### src/assert_macros.svh
// Assertion helpers for the ordered list engine.
// Both forms sample on clk and are disabled while rst_n is low.
`ifndef ASSERT_MACROS_SVH
`define ASSERT_MACROS_SVH

`ifndef SYNTH

// Check that c holds in the same cycle as a.
`define ASSERT_SAME(label, a, c) \
    label: assert property (@(posedge clk) disable iff (!rst_n) (a) |-> (c)) \
        else $error("assertion failed: %m");

// Check that c holds in the cycle after a.
`define ASSERT_NEXT(label, a, c) \
    label: assert property (@(posedge clk) disable iff (!rst_n) (a) |=> (c)) \
        else $error("assertion failed: %m");

`else

`define ASSERT_SAME(label, a, c)
`define ASSERT_NEXT(label, a, c)

`endif

`endif

### src/bole_pkg.sv
`timescale 1ns / 1ps

package bole_pkg;

    // Request codes
    localparam logic [2:0] REQ_INSERT     = 3'd0;
    localparam logic [2:0] REQ_DELETE     = 3'd1;
    localparam logic [2:0] REQ_FIND_FIRST = 3'd2;
    localparam logic [2:0] REQ_FIND_ALL   = 3'd3;
    localparam logic [2:0] REQ_LIST_ALL   = 3'd4;

    // Result status codes
    localparam logic [1:0] ST_OK    = 2'd0;
    localparam logic [1:0] ST_RANGE = 2'd1;
    localparam logic [1:0] ST_FULL  = 2'd2;
    localparam logic [1:0] ST_EMPTY = 2'd3;

    // Most results one request may return
    localparam int RESULT_LIMIT = 16;
    localparam int HIT_W        = 5;

    // Controller to datapath
    typedef struct packed {
        logic accept;   // take the request on the input port
        logic step;     // examine the head cell and rotate the row
        logic finish;   // load the closing result of a scan
    } bole_cmd_t;

    // Datapath to controller
    typedef struct packed {
        logic slot_free;  // output register can take a result this cycle
        logic scan_req;   // request on the input needs a scan of the row
        logic scan_last;  // current scan position is the final element
    } bole_sts_t;

endpackage

### src/bounded_ordered_list_engine.sv
`timescale 1ns / 1ps
// Ordered list of up to CAPACITY signed 32-bit values, head at position 0.
// Request channel (in_valid, in_stall): req_type, position, value. Result
// channel (out_valid, out_stall): value_res, position_res, found, status,
// count, last. Every request returns one or more results; last marks the end.
// Insert, delete and every request that needs no search (rejects, empty list,
// unknown codes) answer at once: the result is valid the cycle after accept.
// Find first, find all and list all walk the row: while the result register
// has room, the filled cells rotate one place per cycle past the head cell,
// which is compared and reported. The next request is taken only after the
// closing result of the search has been loaded.
// A full walk rotates the row by the element count, back to its original order.
// Find all and list all return at most one result per cycle, at most 16 per
// request. The result sits in an output register; while out_stall is high the
// result holds and the walk pauses, and no new request is accepted.
// Reset empties the list; stored values need no clearing, since only cells
// below the count are ever read.
`include "assert_macros.svh"

module bounded_ordered_list_engine
    import bole_pkg::*;
#(
    parameter int CAPACITY = 16
)
(
    input  logic               clk,
    input  logic               rst_n,
    input  logic               in_valid,
    output logic               in_stall,
    input  logic [2:0]         req_type,
    input  logic [4:0]         position,
    input  logic signed [31:0] value,
    output logic               out_valid,
    input  logic               out_stall,
    output logic signed [31:0] value_res,
    output logic [3:0]         position_res,
    output logic               found,
    output logic [1:0]         status,
    output logic [4:0]         count,
    output logic               last
);

    bole_cmd_t cmd;
    bole_sts_t sts;

    bole_ctrl u_ctrl (
        .clk      (clk),
        .rst_n    (rst_n),
        .in_valid (in_valid),
        .sts      (sts),
        .cmd      (cmd),
        .in_stall (in_stall)
    );

    bole_dp #(
        .CAPACITY (CAPACITY)
    ) u_dp (
        .clk          (clk),
        .rst_n        (rst_n),
        .cmd          (cmd),
        .sts          (sts),
        .req_type     (req_type),
        .position     (position),
        .value        (value),
        .out_stall    (out_stall),
        .out_valid    (out_valid),
        .value_res    (value_res),
        .position_res (position_res),
        .found        (found),
        .status       (status),
        .count        (count),
        .last         (last)
    );

    // A request needing no search gives its only result next cycle
    `ASSERT_NEXT(a_direct_result, cmd.accept && !sts.scan_req, out_valid && last)
    // Closing a scan always loads the final result
    `ASSERT_NEXT(a_finish_last, cmd.finish, out_valid && last)
    // No request is taken while a scan is in flight
    `ASSERT_SAME(a_busy_stall, cmd.step || cmd.finish, in_stall && !cmd.accept)

endmodule

### src/bole_ctrl.sv
`timescale 1ns / 1ps

module bole_ctrl
    import bole_pkg::*;
(
    input  logic      clk,
    input  logic      rst_n,
    input  logic      in_valid,
    input  bole_sts_t sts,
    output bole_cmd_t cmd,
    output logic      in_stall
);

    localparam logic [1:0] S_IDLE   = 2'd0;
    localparam logic [1:0] S_SCAN   = 2'd1;
    localparam logic [1:0] S_FINISH = 2'd2;

    logic [1:0] state_reg;
    logic [1:0] state_next;

    // Decode state into commands and next state
    always_comb
    begin
        state_next = state_reg;
        cmd        = '0;
        unique case (state_reg)
            S_IDLE:
            begin
                if (in_valid && sts.slot_free)
                begin
                    cmd.accept = 1'b1;
                    if (sts.scan_req)
                    begin
                        state_next = S_SCAN;
                    end
                end
            end
            S_SCAN:
            begin
                if (sts.slot_free)
                begin
                    cmd.step = 1'b1;
                    if (sts.scan_last)
                    begin
                        state_next = S_FINISH;
                    end
                end
            end
            S_FINISH:
            begin
                if (sts.slot_free)
                begin
                    cmd.finish = 1'b1;
                    state_next = S_IDLE;
                end
            end
            default:
            begin
                state_next = S_IDLE;
            end
        endcase
    end

    // Hold the state
    always_ff @(posedge clk or negedge rst_n)
    begin
        if (!rst_n)
        begin
            state_reg <= S_IDLE;
        end
        else
        begin
            state_reg <= state_next;
        end
    end

    // Take requests only when idle and the result has room
    assign in_stall = !((state_reg == S_IDLE) && sts.slot_free);

endmodule

### src/bole_dp.sv
`timescale 1ns / 1ps

module bole_dp
    import bole_pkg::*;
#(
    parameter int CAPACITY = 16
)
(
    input  logic               clk,
    input  logic               rst_n,
    input  bole_cmd_t          cmd,
    output bole_sts_t          sts,
    input  logic [2:0]         req_type,
    input  logic [4:0]         position,
    input  logic signed [31:0] value,
    input  logic               out_stall,
    output logic               out_valid,
    output logic signed [31:0] value_res,
    output logic [3:0]         position_res,
    output logic               found,
    output logic [1:0]         status,
    output logic [4:0]         count,
    output logic               last
);

    localparam int CW = $clog2(CAPACITY + 1);
    localparam int IW = $clog2(CAPACITY);
    localparam int PW = (CW > 5) ? CW : 5;
    localparam logic [CW-1:0] CAP_C = CW'(CAPACITY);

    // Cell row and element count
    logic [31:0]   cell_reg  [CAPACITY];
    logic [31:0]   cell_next [CAPACITY];
    logic [31:0]   prev_w    [CAPACITY];
    logic [31:0]   succ_w    [CAPACITY];
    logic [CW-1:0] count_reg;
    logic [CW-1:0] count_next;
    logic [CW-1:0] cnt_m1;

    // Scan state
    logic             list_reg;
    logic             first_reg;
    logic [31:0]      sval_reg;
    logic [IW-1:0]    idx_reg;
    logic [HIT_W-1:0] hits_reg;
    logic             pend_v_reg;
    logic [31:0]      pend_val_reg;
    logic [3:0]       pend_pos_reg;
    logic [HIT_W-1:0] hit_lim;
    logic             hit;
    logic             take;
    logic             push_mid;

    // Request decode
    logic [PW-1:0] pos_ext;
    logic [PW-1:0] cnt_ext;
    logic          ins_ok;
    logic          del_ok;
    logic          scan_req;
    logic [1:0]    dir_status;
    logic [31:0]   dir_value;
    logic [3:0]    dir_pos;

    // Output register
    logic        out_valid_reg;
    logic        out_valid_next;
    logic        out_load;
    logic [31:0] out_value_reg;
    logic [31:0] out_value_next;
    logic [3:0]  out_pos_reg;
    logic [3:0]  out_pos_next;
    logic        out_found_reg;
    logic        out_found_next;
    logic [1:0]  out_status_reg;
    logic [1:0]  out_status_next;
    logic [4:0]  out_count_reg;
    logic [4:0]  out_count_next;
    logic        out_last_reg;
    logic        out_last_next;

    assign pos_ext = PW'(position);
    assign cnt_ext = PW'(count_reg);
    assign cnt_m1  = count_reg - CW'(1);

    // Check the request against the list and form a single result
    always_comb
    begin
        ins_ok     = 1'b0;
        del_ok     = 1'b0;
        scan_req   = 1'b0;
        dir_status = ST_OK;
        dir_value  = value;
        dir_pos    = position[3:0];
        unique case (req_type) inside
            REQ_INSERT:
            begin
                if (pos_ext > cnt_ext)
                begin
                    dir_status = ST_RANGE;
                end
                else if (count_reg == CAP_C)
                begin
                    dir_status = ST_FULL;
                end
                else
                begin
                    ins_ok = 1'b1;
                end
            end
            REQ_DELETE:
            begin
                if (count_reg == '0)
                begin
                    dir_status = ST_EMPTY;
                end
                else if (pos_ext >= cnt_ext)
                begin
                    dir_status = ST_RANGE;
                end
                else
                begin
                    del_ok = 1'b1;
                end
            end
            REQ_FIND_FIRST, REQ_FIND_ALL:
            begin
                dir_pos  = 4'd0;
                scan_req = (count_reg != '0);
            end
            REQ_LIST_ALL:
            begin
                dir_value  = 32'd0;
                dir_pos    = 4'd0;
                dir_status = ST_EMPTY;
                scan_req   = (count_reg != '0);
            end
            default:
            begin
            end
        endcase
    end

    // Wire up neighbors of each cell; the row ends hold themselves
    for (genvar g = 0; g < CAPACITY; g++)
    begin : g_nbr
        if (g > 0)
        begin : g_prev
            assign prev_w[g] = cell_reg[g-1];
        end
        else
        begin : g_prev0
            assign prev_w[g] = cell_reg[g];
        end
        if (g < CAPACITY - 1)
        begin : g_succ
            assign succ_w[g] = cell_reg[g+1];
        end
        else
        begin : g_succn
            assign succ_w[g] = cell_reg[g];
        end
    end

    // Shift for insert and delete, rotate the filled part during a scan
    always_comb
    begin
        for (int i = 0; i < CAPACITY; i++)
        begin
            cell_next[i] = cell_reg[i];
            if (cmd.accept && ins_ok)
            begin
                if (PW'(i) == pos_ext)
                begin
                    cell_next[i] = value;
                end
                else if (PW'(i) > pos_ext)
                begin
                    cell_next[i] = prev_w[i];
                end
            end
            else if (cmd.accept && del_ok)
            begin
                if (PW'(i) >= pos_ext)
                begin
                    cell_next[i] = succ_w[i];
                end
            end
            else if (cmd.step)
            begin
                if (CW'(i) == cnt_m1)
                begin
                    cell_next[i] = cell_reg[0];
                end
                else if (CW'(i) < cnt_m1)
                begin
                    cell_next[i] = succ_w[i];
                end
            end
        end
    end

    // Update the element count
    always_comb
    begin
        count_next = count_reg;
        if (cmd.accept && ins_ok)
        begin
            count_next = count_reg + CW'(1);
        end
        else if (cmd.accept && del_ok)
        begin
            count_next = cnt_m1;
        end
    end

    always_ff @(posedge clk)
    begin
        cell_reg <= cell_next;
    end

    // Compare the head cell against the search value; under list all every cell is a hit
    assign hit_lim  = first_reg ? HIT_W'(1) : HIT_W'(RESULT_LIMIT);
    assign hit      = list_reg || (cell_reg[0] == sval_reg);
    assign take     = hit && (hits_reg < hit_lim);
    assign push_mid = take && pend_v_reg;

    // Hold scan control
    always_ff @(posedge clk or negedge rst_n)
    begin
        if (!rst_n)
        begin
            count_reg  <= '0;
            list_reg   <= 1'b0;
            first_reg  <= 1'b0;
            idx_reg    <= '0;
            hits_reg   <= '0;
            pend_v_reg <= 1'b0;
        end
        else
        begin
            count_reg <= count_next;
            if (cmd.accept)
            begin
                list_reg   <= (req_type == REQ_LIST_ALL);
                first_reg  <= (req_type == REQ_FIND_FIRST);
                idx_reg    <= '0;
                hits_reg   <= '0;
                pend_v_reg <= 1'b0;
            end
            else if (cmd.step)
            begin
                idx_reg <= idx_reg + IW'(1);
                if (take)
                begin
                    hits_reg   <= hits_reg + HIT_W'(1);
                    pend_v_reg <= 1'b1;
                end
            end
        end
    end

    // Capture the search value and the newest hit
    always_ff @(posedge clk)
    begin
        if (cmd.accept)
        begin
            sval_reg <= value;
        end
        if (cmd.step && take)
        begin
            pend_val_reg <= list_reg ? cell_reg[0] : sval_reg;
            pend_pos_reg <= 4'(idx_reg);
        end
    end

    // Select what goes into the output register
    always_comb
    begin
        out_load        = 1'b1;
        out_value_next  = dir_value;
        out_pos_next    = dir_pos;
        out_found_next  = 1'b0;
        out_status_next = dir_status;
        out_count_next  = 5'(count_next);
        out_last_next   = 1'b1;
        if (cmd.accept && !scan_req)
        begin
            out_load = 1'b1;
        end
        else if (cmd.step && push_mid)
        begin
            out_value_next  = pend_val_reg;
            out_pos_next    = pend_pos_reg;
            out_found_next  = 1'b1;
            out_status_next = ST_OK;
            out_count_next  = 5'(count_reg);
            out_last_next   = 1'b0;
        end
        else if (cmd.finish)
        begin
            out_value_next  = pend_v_reg ? pend_val_reg : sval_reg;
            out_pos_next    = pend_v_reg ? pend_pos_reg : 4'd0;
            out_found_next  = pend_v_reg;
            out_status_next = ST_OK;
            out_count_next  = 5'(count_reg);
            out_last_next   = 1'b1;
        end
        else
        begin
            out_load = 1'b0;
        end
    end

    assign out_valid_next = out_load ? 1'b1 : (out_valid_reg && out_stall);

    // Hold the result until the receiver takes it
    always_ff @(posedge clk or negedge rst_n)
    begin
        if (!rst_n)
        begin
            out_valid_reg <= 1'b0;
        end
        else
        begin
            out_valid_reg <= out_valid_next;
        end
    end

    always_ff @(posedge clk)
    begin
        if (out_load)
        begin
            out_value_reg  <= out_value_next;
            out_pos_reg    <= out_pos_next;
            out_found_reg  <= out_found_next;
            out_status_reg <= out_status_next;
            out_count_reg  <= out_count_next;
            out_last_reg   <= out_last_next;
        end
    end

    // Report status
    assign sts.slot_free = !out_valid_reg || !out_stall;
    assign sts.scan_req  = scan_req;
    assign sts.scan_last = (CW'(idx_reg) == cnt_m1);

    assign out_valid    = out_valid_reg;
    assign value_res    = out_value_reg;
    assign position_res = out_pos_reg;
    assign found        = out_found_reg;
    assign status       = out_status_reg;
    assign count        = out_count_reg;
    assign last         = out_last_reg;

endmodule
### config.mk
export PLATFORM = sky130hd
export DESIGN_NAME = bounded_ordered_list_engine
export DESIGN_NICKNAME = d
export VERILOG_FILES = /design/src/bole_pkg.sv /design/src/bounded_ordered_list_engine.sv /design/src/bole_ctrl.sv /design/src/bole_dp.sv
export VERILOG_INCLUDE_DIRS = /design/src /design/src/src
export SDC_FILE = /design/constraint.sdc
export NUM_CORES = 2
export LEC_CHECK = 0
export ABC_AREA = 1
export BUFFER_PORTS_ARGS = -buffer_cell sky130_fd_sc_hd__buf_2
export CORE_MARGIN = 10
export CORE_UTILIZATION = 55
export CTS_CLUSTER_SIZE = 25
export DETAILED_ROUTE_END_ITERATION = 10
export GPL_ROUTABILITY_DRIVEN = 1
export HOLD_SLACK_MARGIN = 0.08
export PLACE_DENSITY = 0.71
export SYNTH_ARGS = -nofsm -noshare
export SYNTH_HDL_FRONTEND = slang
export SYNTH_SLANG_ARGS = --single-unit
### constraint.sdc
create_clock -name clk -period 10.1 [get_ports clk]
set_input_delay 2.02 -clock clk [delete_from_list [all_inputs] [get_ports clk]]
set_output_delay 2.02 -clock clk [all_outputs]
set_load 0.005 [all_outputs]
==> flow_summary_export.csv <==
group,metric,value,unit
place,place_area,40700,um^2
grt,grt_most_used_layer,"met2",
grt,grt_first_pass_wirelength,209000,um
drt,drc_errors,0,
drt,postRouteAntennaNets,0,
logic_synthesis,syn_nets,5308,
grt,use_met2,48.4,%
logic_synthesis,synth.area.top_cells,"edfxtp_1, nand2_1, nand3_1",
logic_synthesis,synth_top_area_share,46.7,%
grt,antenna_found_initial,3,
critical_path,endpoint,"u_dp.cell_reg[339]",
grt,grt_max_degree,219,
logic_synthesis,yosysSeqAreaShare,48.0,%
outcome,outcome,"complete, no violations",
clocking,numCtsBuffers,73,
logic_synthesis,post_synth_num_cell_types,38,
clocking,clk_pin_slew_worst_paths,0.06,ns
drt,viasPerCell,6.20,
hold_path,min_path_cells,0,
floorplan,die_h,290,um
clocking,hold_buffers,0,
sta,finalCritPeriodShare,61.3,%
critical_path,reg2regPathDepth,10,
place,gp_congestion,0.893,
sta,setup_violations,0,
logic_synthesis,synth_area,40200,um^2
critical_path,rr_endpoint,"u_dp.cell_reg[339]",
critical_path,reg2reg_slack,5.00,ns
critical_path,crit_path_start_kind,"primary input",
logic_synthesis,synth_warnings,0,
grt,overflow,0,
critical_path,required,10.44,ns
sta,slew_headroom,16.0,%
sta,slew_violations,0,
logic_synthesis,ys_ff_latch,645,
drt,routed_wl,141000,um
finish,n_fill_cell,6434,
job,max_cap_violations,0,
clocking,root_buffer,"clkbuf_16",
power_and_ir_drop,power_leakage,19.7,nW
floorplan,rows,99,
logic_synthesis,synth.most_common_cell,"nand2_1",
logic_synthesis,synth_top_area_cell,"edfxtp_1",
clocking,cts_setup_buffers,0,
critical_path,worstPathCellList,"buf_2 -> clkinv_1 -> ha_1 -> inv_1 -> nand2_1 -> nand3_1 -> nand2_1 -> nand2_4 -> buf_12 -> buf_4 -> buf_4 -> o21ai_0",
finish,finalInstanceArea,42900,um^2
floorplan,core_area,72700,um^2
drt,drt_iter0_drc,5788,
critical_path,crit_fanout,218,
drt,wl_per_cell,23.2,um
clocking,cts_sinks,645,
floorplan,initial_core_util,55.3,%
logic_synthesis,syn_avg_cell_area,7.65,um^2
sta,whs,0.511,ns
critical_path,crit_path_max_incr_delay,0.86,ns
sta,fin_tns_setup,0,ns
place,place_hpwl,74300,um
clocking,htreeDepth,3,
logic_synthesis,async_flop_share,3.10,%
critical_path,rr_startpoint,"u_dp.cnt_ext[0]",
sta,finalClockSkew,0.0315,ns
finish,area_delta_synth_final,6.82,%
finish,drive_gt1_share,6.51,%
grt,grt_use_met1,41.7,%
critical_path,cp_slowest_cell,"buf_4",
drt,dr_total_vias,37677,
floorplan,die_w,290,um
floorplan,dieArea,84300,um^2
clocking,clock_latency,0.63,ns
sta,grt_setup_unrepaired,"no",
grt,grtUsageTotal,31.7,%
finish,post-route-util,59.0,%
place,port_buffers,90,
critical_path,cp-end-kind,"flop",
sta,worst_slew_pin_slew,1.26,ns
critical_path,critPathArrivalTime,6.53,ns
floorplan,num_io_pins,91,
hold_path,hold_class,"flop to flop",
logic_synthesis,synth_common_cells,"nand2_1, edfxtp_1, nand3_1",
grt,use_met3,7.14,%
clocking,cts_resized,0,
power_and_ir_drop,power_density,343,nW/um^2
grt,grt_pass1_vias,34380,
sta,hold_viol,0,
clocking,cts_buffer_depth,3,
logic_synthesis,synthCells,5252,
sta,max_freq,162,MHz
finish,final_nets,5112,
critical_path,critPathLaunch,"position[0]",
drt,first_pass_iters,8,
power_and_ir_drop,peakVddDrop,0.333,mV
sta,min_period,6.19,ns
logic_synthesis,ys.flop_type,"edfxtp_1",
logic_synthesis,synth-edff-count,625,
critical_path,critical_path_class,"primary input to flop",
finish,largest_reg_flops,512,
clocking,cts_tree,"built",
-- critical path: cells and delay by family --
family	cells	cell delay, ns
adders and majority gates	1	0.32
buffers and inverters	6	2.83
AOI/OAI and AO/OA	1	0.22
and+or+nand+nor	4	0.70
-- layout by cell type, fill, tap and decap left out, types with 3 or more instances in the layout --
master and n:
xor2_1 6, o21ai_0 328, inv_2 17, nor3_2 3, buf_2 90, clkinv_2 7, diode_2 3, clkinv_1 21
dfrtp_1 19, buf_4 64, a21oi_4 4, nor2_4 15, nand3_1 605, inv_1 585, bufinv_16 3, nand2_2 21
nand2_4 4, edfxtp_1 625, nand3_2 6, buf_12 3, nor2_2 4, a21oi_1 13, o211ai_1 360, nor2_1 50
inv_6 4, nand4_1 77, nor3_1 15, o21ai_1 72, nand2_1 1934, clkbuf_16 74, o31ai_1 7, ha_1 12
xnor2_1 23, clkbuf_1 22
-- cell type report --
cell class	instances	area, um^2	share of cell area, %
Timing Repair Buffer	157	991	2.31
Inverter	606	2280	5.32
Sequential cell	645	19300	44.9
Multi-Input combinational cell	3573	17000	39.5
Tap cell	959	1200	2.80
Clock buffer	96	1930	4.51
Antenna cell	3	7.51	0.0175
Clock inverter	36	279	0.650
-- cells by family after synthesis --
logic type / count (synthesis) / share of synthesized area, %
AOI/OAI and AO/OA: 792 / 12.2
DFF: 645 / 48.0
xor gates and xnor gates: 30 / 0.673
and+or+nand+nor: 2739 / 28.4
adders and majority gates: 12 / 0.374
buffers and inverters: 1034 / 10.4
-- how the worst min path moves through the flow --
stage | from | end | slack [ns]
2_1_floorplan | u_dp.idx_reg[3] | u_dp.pend_pos_reg[3] | 0.45
3_3_place_gp | u_dp.idx_reg[3] | u_dp.pend_pos_reg[3] | 0.48
3_5_place_dp | u_dp.idx_reg[3] | u_dp.pend_pos_reg[3] | 0.48
4_1_cts | u_dp.idx_reg[3] | u_dp.pend_pos_reg[3] | 0.51
5_1_grt | u_dp.idx_reg[3] | u_dp.pend_pos_reg[3] | 0.50
6_report | u_dp.idx_reg[3] | u_dp.pend_pos_reg[3] | 0.51
-- stage by stage --
| step | instances | setup slack [ns] | total power [mW] |
|---|---|---|---|
| finish | 6075 | 3.91 | 14.7 |
| global route | 6074 | 3.65 | 15.5 |
| floorplan | 5252 | 3.49 | 9.71 |
| global placement | 5940 | 3.57 | 11.7 |
| CTS | 6072 | 4.19 | 14.5 |
| detailed placement | 5940 | 3.51 | 11.9 |
-- power by group --
| part | switching (mW) | internal [mW] |
|---|---|---|
| Clock | 1.15 | 1.43 |
| Combinational | 4.73 | 1.72 |
| Sequential | 0.606 | 5.07 |
| Total | 6.49 | 8.22 |
-- routing by layer --
metal	up-vias	part of all wire, %
met5	-	0
met4	0	5.5
met3	493	14
met2	2705	43
met1	17411	37
li1	17068	-
Power figures use the tool's default switching activity.
